### config.mk
export PLATFORM = sky130hd
export DESIGN_NAME = deadline_timer_queue
export DESIGN_NICKNAME = d
export VERILOG_FILES = /design/src/rtl/core/dtq_pkg.sv /design/src/rtl/core/dtq_ram.sv /design/src/rtl/core/dtq_cmp_unit.sv /design/src/rtl/core/deadline_timer_queue.sv
export SDC_FILE = /design/constraint.sdc
export NUM_CORES = 2
export LEC_CHECK = 0
export BUFFER_PORTS_ARGS = -buffer_cell sky130_fd_sc_hd__buf_2
export CAP_MARGIN = 10
export CELL_PAD_IN_SITES_DETAIL_PLACEMENT = 1
export CELL_PAD_IN_SITES_GLOBAL_PLACEMENT = 1
export CORE_MARGIN = 3
export CORE_UTILIZATION = 45
export CTS_BUF_LIST = sky130_fd_sc_hd__clkbuf_8
export DETAILED_ROUTE_END_ITERATION = 6
export GPL_ROUTABILITY_DRIVEN = 0
export GPL_TIMING_DRIVEN = 0
export PLACE_DENSITY_LB_ADDON = 0.2
export SYNTH_ARGS = -nofsm -noshare
export SYNTH_HDL_FRONTEND = slang
export SYNTH_SLANG_ARGS = --single-unit
### constraint.sdc
create_clock -name clk -period 21.4 [get_ports clk]
set_input_delay 3.21 -clock clk [delete_from_list [all_inputs] [get_ports clk]]
set_output_delay 3.21 -clock clk [all_outputs]
set_load 0.01 [all_outputs]
### src/rtl/core/dtq_pkg.sv
// ----------------------------------------------------------------------------
// dtq_pkg
// Shared types and codes of the deadline timer queue.
// ----------------------------------------------------------------------------
package dtq_pkg;

    localparam int ID_W = 5;
    localparam int DL_W = 63;
    localparam int IV_W = 40;

    localparam logic [1:0] CMD_ADD    = 2'd0;
    localparam logic [1:0] CMD_CANCEL = 2'd1;
    localparam logic [1:0] CMD_TICK   = 2'd2;

    localparam logic [1:0] KIND_ACK     = 2'd0;
    localparam logic [1:0] KIND_EXPIRED = 2'd1;
    localparam logic [1:0] KIND_SUMMARY = 2'd2;

    localparam logic [1:0] ERR_NONE        = 2'd0;
    localparam logic [1:0] ERR_ADD_ACTIVE  = 2'd1;
    localparam logic [1:0] ERR_CANCEL_IDLE = 2'd2;

    localparam logic [DL_W-1:0] DL_MAX = {DL_W{1'b1}};

    typedef struct packed {
        logic [1:0]      command;
        logic [ID_W-1:0] timer_id;
        logic [DL_W-1:0] deadline;
        logic [IV_W-1:0] interval;
        logic [DL_W-1:0] current_time;
    } dtq_in_t;

    typedef struct packed {
        logic [1:0]      kind;
        logic [ID_W-1:0] timer_id_res;
        logic [1:0]      error;
        logic            earliest_changed;
        logic            has_next;
        logic [DL_W-1:0] next_deadline;
        logic            last;
    } dtq_out_t;

    typedef struct packed {
        logic            lt;
        logic            le_now;
        logic [DL_W-1:0] sum_sat;
    } dtq_cmp_res_t;

endpackage

### src/rtl/core/dtq_ram.sv
// ----------------------------------------------------------------------------
// dtq_ram
// Generic single-write, single-read RAM with registered read data.
// ----------------------------------------------------------------------------
module dtq_ram #(
    parameter int WIDTH = 8,
    parameter int DEPTH = 32
) (
    input  logic                                     clk,
    input  logic                                     we,
    input  logic [((DEPTH > 1) ? $clog2(DEPTH) : 1)-1:0] waddr,
    input  logic [WIDTH-1:0]                         wdata,
    input  logic [((DEPTH > 1) ? $clog2(DEPTH) : 1)-1:0] raddr,
    output logic [WIDTH-1:0]                         rdata
);

    logic [WIDTH-1:0] mem_reg [DEPTH];
    logic [WIDTH-1:0] rdata_reg;

    always_ff @(posedge clk)
    begin
        if (we)
        begin
            mem_reg[waddr] <= wdata;
        end
        rdata_reg <= mem_reg[raddr];
    end

    assign rdata = rdata_reg;

endmodule

### src/rtl/core/dtq_cmp_unit.sv
// ----------------------------------------------------------------------------
// dtq_cmp_unit
// Shared deadline compare and saturating re-arm adder.
// ----------------------------------------------------------------------------
module dtq_cmp_unit
    import dtq_pkg::*;
(
    input  logic [DL_W-1:0] a,
    input  logic [DL_W-1:0] b,
    input  logic [DL_W-1:0] now,
    input  logic [IV_W-1:0] iv,
    output dtq_cmp_res_t    res
);

    logic [DL_W:0] sum;

    assign sum         = {1'b0, a} + {{(DL_W + 1 - IV_W){1'b0}}, iv};
    assign res.lt      = (a < b);
    assign res.le_now  = (a <= now);
    assign res.sum_sat = sum[DL_W] ? DL_MAX : sum[DL_W-1:0];

endmodule

### src/rtl/core/deadline_timer_queue.sv
// ----------------------------------------------------------------------------
// deadline_timer_queue
// Timer slot table with ordered expiry on tick.
// ----------------------------------------------------------------------------
// A transaction is taken when start is high and busy is low; results appear
// on result for one cycle each, marked by result_valid, and must be taken
// then. Slot deadlines and intervals sit in RAM with one read port, so every
// scan reads one slot per cycle. Add and cancel run one scan and give their
// result when it ends. A tick that expires k slots runs k + 2 scans and gives
// k + 1 results, one per expired slot and a closing summary, with a whole
// scan between any two of them.
// ----------------------------------------------------------------------------
module deadline_timer_queue
    import dtq_pkg::*;
#(
    parameter int TIMER_SLOTS = 32
) (
    input  logic     clk,
    input  logic     rst_n,
    input  logic     start,
    output logic     busy,
    input  dtq_in_t  request,
    output logic     result_valid,
    output dtq_out_t result
);

    localparam int AW = (TIMER_SLOTS > 1) ? $clog2(TIMER_SLOTS) : 1;
    localparam int CW = $clog2(TIMER_SLOTS + 1);
    localparam logic [CW-1:0] LAST_IDX = CW'(TIMER_SLOTS);

    typedef enum logic [4:0] {
        ST_IDLE    = 5'b00001,
        ST_SCAN    = 5'b00010,
        ST_ACK     = 5'b00100,
        ST_PICK    = 5'b01000,
        ST_SUMMARY = 5'b10000
    } state_t;

    state_t                 state_reg, state_next;
    dtq_in_t                req_reg, req_next;
    logic                   err_reg, err_next;
    logic [TIMER_SLOTS-1:0] active_reg, active_next;
    logic [TIMER_SLOTS-1:0] done_reg, done_next;
    logic                   mode_min_reg, mode_min_next;
    logic [CW-1:0]          idx_reg, idx_next;
    logic                   cmp_valid_reg, cmp_valid_next;
    logic [AW-1:0]          cmp_idx_reg, cmp_idx_next;
    logic                   found_reg, found_next;
    logic [DL_W-1:0]        best_dl_reg, best_dl_next;
    logic [IV_W-1:0]        best_iv_reg, best_iv_next;
    logic [AW-1:0]          best_id_reg, best_id_next;
    logic                   out_valid_reg, out_valid_next;
    dtq_out_t               out_reg, out_next;

    logic [AW-1:0]   in_addr;
    logic            in_range;
    logic [AW-1:0]   req_addr;
    logic [DL_W-1:0] rd_dl;
    logic [IV_W-1:0] rd_iv;
    logic            dl_we;
    logic            iv_we;
    logic [AW-1:0]   waddr;
    logic [DL_W-1:0] dl_wdata;
    logic [DL_W-1:0] cmp_a;
    logic [DL_W-1:0] cmp_b;
    logic [IV_W-1:0] cmp_iv;
    dtq_cmp_res_t    cmp;
    logic            elig;
    logic            add_ok;

    assign in_addr  = AW'(request.timer_id);
    assign in_range = (32'(request.timer_id) < 32'(TIMER_SLOTS));
    assign req_addr = AW'(req_reg.timer_id);
    assign add_ok   = (req_reg.command == CMD_ADD) && !err_reg;

    dtq_ram #(
        .WIDTH(DL_W),
        .DEPTH(TIMER_SLOTS)
    ) u_dl_ram (
        .clk  (clk),
        .we   (dl_we),
        .waddr(waddr),
        .wdata(dl_wdata),
        .raddr(idx_reg[AW-1:0]),
        .rdata(rd_dl)
    );

    dtq_ram #(
        .WIDTH(IV_W),
        .DEPTH(TIMER_SLOTS)
    ) u_iv_ram (
        .clk  (clk),
        .we   (iv_we),
        .waddr(waddr),
        .wdata(req_reg.interval),
        .raddr(idx_reg[AW-1:0]),
        .rdata(rd_iv)
    );

    dtq_cmp_unit u_cmp (
        .a  (cmp_a),
        .b  (cmp_b),
        .now(req_reg.current_time),
        .iv (cmp_iv),
        .res(cmp)
    );

    assign elig = active_reg[cmp_idx_reg]
                  && (mode_min_reg || (!done_reg[cmp_idx_reg] && cmp.le_now));

    always_comb
    begin
        state_next     = state_reg;
        req_next       = req_reg;
        err_next       = err_reg;
        active_next    = active_reg;
        done_next      = done_reg;
        mode_min_next  = mode_min_reg;
        idx_next       = idx_reg;
        cmp_valid_next = 1'b0;
        cmp_idx_next   = cmp_idx_reg;
        found_next     = found_reg;
        best_dl_next   = best_dl_reg;
        best_iv_next   = best_iv_reg;
        best_id_next   = best_id_reg;
        out_valid_next = 1'b0;
        out_next       = out_reg;
        dl_we          = 1'b0;
        iv_we          = 1'b0;
        waddr          = req_addr;
        dl_wdata       = req_reg.deadline;
        cmp_a          = rd_dl;
        cmp_b          = best_dl_reg;
        cmp_iv         = best_iv_reg;

        unique case (state_reg)
            ST_IDLE:
            begin
                if (start)
                begin
                    req_next      = request;
                    idx_next      = '0;
                    found_next    = 1'b0;
                    mode_min_next = 1'b1;
                    err_next      = 1'b0;
                    case (request.command)
                        CMD_ADD:
                        begin
                            err_next   = !in_range || active_reg[in_addr];
                            state_next = ST_SCAN;
                        end
                        CMD_CANCEL:
                        begin
                            err_next = !in_range || !active_reg[in_addr];
                            if (in_range && active_reg[in_addr])
                            begin
                                active_next[in_addr] = 1'b0;
                            end
                            state_next = ST_SCAN;
                        end
                        CMD_TICK:
                        begin
                            done_next     = '0;
                            mode_min_next = 1'b0;
                            state_next    = ST_SCAN;
                        end
                        default:
                        begin
                            state_next = ST_IDLE;
                        end
                    endcase
                end
            end

            ST_SCAN:
            begin
                cmp_valid_next = (idx_reg != LAST_IDX);
                cmp_idx_next   = idx_reg[AW-1:0];
                if (idx_reg != LAST_IDX)
                begin
                    idx_next = idx_reg + 1'b1;
                end
                if (cmp_valid_reg && elig && (!found_reg || cmp.lt))
                begin
                    found_next   = 1'b1;
                    best_dl_next = rd_dl;
                    best_iv_next = rd_iv;
                    best_id_next = cmp_idx_reg;
                end
                if (idx_reg == LAST_IDX)
                begin
                    if (!mode_min_reg)
                    begin
                        state_next = ST_PICK;
                    end
                    else if (req_reg.command == CMD_TICK)
                    begin
                        state_next = ST_SUMMARY;
                    end
                    else
                    begin
                        state_next = ST_ACK;
                    end
                end
            end

            ST_ACK:
            begin
                cmp_a                     = req_reg.deadline;
                out_valid_next            = 1'b1;
                out_next.kind             = KIND_ACK;
                out_next.timer_id_res     = req_reg.timer_id;
                out_next.error            = ERR_NONE;
                out_next.earliest_changed = 1'b0;
                out_next.has_next         = found_reg;
                out_next.next_deadline    = found_reg ? best_dl_reg : '0;
                out_next.last             = 1'b1;
                if (err_reg)
                begin
                    out_next.error = (req_reg.command == CMD_ADD) ? ERR_ADD_ACTIVE
                                                                  : ERR_CANCEL_IDLE;
                end
                if (add_ok)
                begin
                    dl_we                 = 1'b1;
                    iv_we                 = 1'b1;
                    active_next[req_addr] = 1'b1;
                    out_next.has_next     = 1'b1;
                    if (!found_reg || cmp.lt)
                    begin
                        out_next.earliest_changed = 1'b1;
                        out_next.next_deadline    = req_reg.deadline;
                    end
                end
                state_next = ST_IDLE;
            end

            ST_PICK:
            begin
                cmp_a      = best_dl_reg;
                idx_next   = '0;
                found_next = 1'b0;
                state_next = ST_SCAN;
                if (found_reg)
                begin
                    out_valid_next            = 1'b1;
                    out_next.kind             = KIND_EXPIRED;
                    out_next.timer_id_res     = ID_W'(best_id_reg);
                    out_next.error            = ERR_NONE;
                    out_next.earliest_changed = 1'b0;
                    out_next.has_next         = 1'b0;
                    out_next.next_deadline    = '0;
                    out_next.last             = 1'b0;
                    done_next[best_id_reg]    = 1'b1;
                    if (best_iv_reg == '0)
                    begin
                        active_next[best_id_reg] = 1'b0;
                    end
                    else
                    begin
                        dl_we    = 1'b1;
                        waddr    = best_id_reg;
                        dl_wdata = cmp.sum_sat;
                    end
                end
                else
                begin
                    mode_min_next = 1'b1;
                end
            end

            ST_SUMMARY:
            begin
                out_valid_next            = 1'b1;
                out_next.kind             = KIND_SUMMARY;
                out_next.timer_id_res     = '0;
                out_next.error            = ERR_NONE;
                out_next.earliest_changed = 1'b0;
                out_next.has_next         = found_reg;
                out_next.next_deadline    = found_reg ? best_dl_reg : '0;
                out_next.last             = 1'b1;
                state_next                = ST_IDLE;
            end

            default:
            begin
                state_next = ST_IDLE;
            end
        endcase
    end

    always_ff @(posedge clk or negedge rst_n)
    begin
        if (!rst_n)
        begin
            state_reg     <= ST_IDLE;
            active_reg    <= '0;
            done_reg      <= '0;
            cmp_valid_reg <= 1'b0;
            out_valid_reg <= 1'b0;
        end
        else
        begin
            state_reg     <= state_next;
            active_reg    <= active_next;
            done_reg      <= done_next;
            cmp_valid_reg <= cmp_valid_next;
            out_valid_reg <= out_valid_next;
        end
    end

    always_ff @(posedge clk)
    begin
        req_reg      <= req_next;
        err_reg      <= err_next;
        mode_min_reg <= mode_min_next;
        idx_reg      <= idx_next;
        cmp_idx_reg  <= cmp_idx_next;
        found_reg    <= found_next;
        best_dl_reg  <= best_dl_next;
        best_iv_reg  <= best_iv_next;
        best_id_reg  <= best_id_next;
        out_reg      <= out_next;
    end

    assign busy         = (state_reg != ST_IDLE);
    assign result_valid = out_valid_reg;
    assign result       = out_reg;

endmodule

==> reports/qor.csv <==
metric,value,unit
wire length per cell,38.3,microns
pins over their slew limit,0,
Worst-Margin Slew,1440,ps
hold path depth,0,
Syn Nets,7288,
CP Class,register to register,
DP Area,164000,sq um
synth warn,0,
Worst path max stage delay,1070,ps
Antenna Nets Post-Route,0,
"Seq/Total Area, Yosys",75.6,%
share of layout cells above drive strength 1,31.4,%
placed instance count,11800,
final hold vios,0,
Hold Slack,388,ps
clk_lat worst skew,1220,ps
gr usage total,29.0,%
initial DRC count,12100,
CTS tree,yes,
asr flop ratio synth,1.85,%
DIE AREA,342000,sq um
met3 wire len,48.9,mm
status,"finished, violations left",
final worst-path setup slack,10050,ps
via count,82700,
first drt pass iteration count,7,
Highest Signal Layer,met5,
pre-CTS setup slack,10440,ps
initial antenna violation count,32,
Largest register FFs,2016,
Vias/cell,6.34,
slowest CP cell,a311oi_1,
Initial Utilization,45.4,%
finished layout cell area,176000,sq um
max frequency,88.1,MHz
worst r2r src,state_reg[3]$_DFFE_PN0P_,
HPWL after DPL,355,mm
vias in the first global route,83500,
Worst Hold End,best_iv_reg[26]$_DFFE_PP_,
failing checks,design-rule violations,
Yosys top cell area share,73.1,%
count of non-filler cells in the finished layout,13000,
most instantiated cells after synthesis,"edfxtp_1, mux4_2, clkbuf_1",
post-cts hold buffer count,0,
dominant cell type by area after synthesis,edfxtp_1,
RR Endpoint,best_dl_reg[50]$_DFFE_PP_,
Post-Syn Instances,6944,
Root Driver,clkbuf_8,
RSZ-0062 raised after global routing,false,
crit-path max FO,67,
Lkg Pwr,57.6,nW
crit path buf inv count,9,
"Reg clk slew, reported paths",70,ps
Die Height,585,microns
PostCTS Resize Cnt,0,
Post-synth EDFFs,3666,
setup TNS,0,ps
"CP delay by family, top",buffers and inverters,
WP data required,22170,ps
synth top area cells,"edfxtp_1, mux4_2, ha_1",
syn_area_per_cell,21.7,sq um
H-tree depth,6,
Final Skew,119,ps
largest net degree at the start of global routing,68,
PortBufs,252,
period utilization,53.0,%
first-pass GRT wire length,682,mm
Overflow after GRT,0,
TritonCTS Sinks,3840,
most frequent cell after synthesis,edfxtp_1,
endpoint type of the worst setup path,register,
worst hold path class,register to register,
M1 wire length,192,mm
Post-Route WL,500,mm
clock buffer depth,4,
nets,8486,
power density over the cells,126,nW/um^2
worst-case reg-to-reg path depth,21,
Worst Path Arrival,12120,ps
Area growth syn-to-layout,16.8,%
postcts setup bufs,0,
max-cap viol count,0,
met2 WL,234,mm
startpoint class of the critical path,register,
fin crit period,11350,ps
final routed DRC violation total,4,
core region area,332000,sq um
Num CTS Buffers,629,
CP cell instances,nor2b_1 > nand2_2 > inv_2 > buf_2 > buf_2 > clkbuf_1 > clkbuf_1 > buf_1 > a222oi_1 > inv_1 > ha_1 > nand4_1 > nor3_1 > nand4_1 > a311oi_1 > a211o_1 > a211oi_1 > o21ai_0 > a221o_1 > inv_6 > buf_16,
Final Setup Violations,0,
worst vdd ir,0.0817,mV
Worst R2R Setup Slack,10050,ps
"Cell Area, Synth",151000,sq um
Yosys reg bits,3840,
Die Wd,585,microns
critical hold path startpoint,u_iv_ram.rdata[26]$_DFF_P_,
Slew headroom,3.88,%
row cnt,211,
Yosys cell types,86,
IO Pins,253,
Main synth FF type,edfxtp_1,
cells in the final DEF (no fill, tap or decap), types with 17 or more instances in the layout:
cell | netlist | routed
clkbuf_8 | 0 | 662
clkbuf_2 | 0 | 33
a22o_1 | 87 | 87
diode_2 | 0 | 24
nand3_1 | 32 | 31
nor2_4 | 1 | 65
clkinv_2 | 0 | 42
clkinv_1 | 0 | 132
nor4_1 | 24 | 22
edfxtp_1 | 3666 | 3666
o21ai_0 | 94 | 94
nor2_1 | 208 | 144
ha_1 | 167 | 167
a22oi_1 | 22 | 17
nor3_1 | 33 | 33
buf_2 | 11 | 271
buf_8 | 0 | 96
dfxtp_1 | 103 | 103
nand4_1 | 39 | 39
xnor2_1 | 37 | 37
inv_1 | 210 | 449
clkbuf_1 | 220 | 188
nand2_1 | 118 | 118
buf_12 | 0 | 163
a21o_1 | 50 | 50
buf_1 | 100 | 90
a21oi_1 | 126 | 96
buf_16 | 0 | 40
xor2_1 | 17 | 17
a21oi_2 | 20 | 41
o31ai_1 | 19 | 19
mux2_2 | 106 | 106
dfrtp_1 | 70 | 70
mux4_2 | 1058 | 1058
a222oi_1 | 57 | 57
final cells by class:
cell class	count	area, sq um
diodes	24	60.1
repair buffers	567	7240
well taps	4366	5460
plain buffers	335	1350
clock inverters	481	2620
clock buffers	662	9110
flip-flops and latches	3840	114000
fillers	29100	156000
inverters	211	797
multi-input cells	2558	35500
cell families (layout without fill, tap and decap cells):
| family | count (synthesis) | in the layout | synth area share [%] |
|---|---|---|---|
| flip-flops | 3840 | 3840 | 75.6 |
| multiplexers | 1167 | 1167 | 16.6 |
| AO/OA/AOI/OAI | 618 | 618 | 2.92 |
| AND/OR/NAND/NOR | 551 | 551 | 1.75 |
| buffers and inverters | 546 | 2256 | 1.39 |
| adder cells (fa/ha/maj) | 168 | 168 | 1.40 |
| XOR/XNOR | 54 | 54 | 0.314 |
| other | 0 | 24 | 0 |
worst max path at each step:
| stage | startpoint | to | slack (ps) | cells past startpoint |
|---|---|---|---|---|
| floorplan | start | err_reg$_DFFE_PP_ | 13680 | 1 |
| global placement | state_reg[1]$_DFFE_PN0P_ | u_dl_ram.mem_reg[23][48]$_DFFE_PP_ | 5540 | 10 |
| detailed placement | state_reg[3]$_DFFE_PN0P_ | best_dl_reg[40]$_DFFE_PP_ | 10440 | 21 |
| CTS | state_reg[3]$_DFFE_PN0P_ | best_dl_reg[56]$_DFFE_PP_ | 10350 | 21 |
| global route | state_reg[3]$_DFFE_PN0P_ | u_dl_ram.mem_reg[5][41]$_DFFE_PP_ | 10260 | 23 |
| finish | state_reg[3]$_DFFE_PN0P_ | best_dl_reg[50]$_DFFE_PP_ | 10050 | 21 |
worst reg2reg max path, stage by stage, from the launching register on:
cell and delay, ps:
dfrtp_1 570, nor2b_1 670, nand2_2 600, inv_2 390, buf_2 370, buf_2 570, clkbuf_1 620, clkbuf_1 720
buf_1 610, a222oi_1 240, inv_1 240, ha_1 200, nand4_1 150, nor3_1 950, nand4_1 620, a311oi_1 1080
a211o_1 190, a211oi_1 160, o21ai_0 900, a221o_1 380, inv_6 190, buf_16 300
routing by layer:
| layer | vias up | global-route usage [%] |
|---|---|---|
| met3 | 1014 | 5.46 |
| met2 | 5290 | 45.2 |
| met1 | 44500 | 40.0 |
| met5 | - | 0 |
| met4 | 8 | 13.1 |
| li1 | 31900 | - |
where the power goes:
part           total, mW  leakage (nW)  switching [mW]  internal [mW]
registers           9.18          34.8           0.339           8.84
logic               6.98          15.9            4.07           2.90
clock network       6.07          6.85            3.05           3.02
total               22.2          57.6            7.46           14.8
per-stage QoR:
stage          total power, mW  util, %
4_1_cts                   22.2     52.8
5_1_grt                   23.0     53.0
3_3_place_gp              15.8     47.4
3_5_place_dp              16.1     49.3
2_1_floorplan             13.1        -
6_report                  22.2     53.1
(Power assumes the default switching activity.)
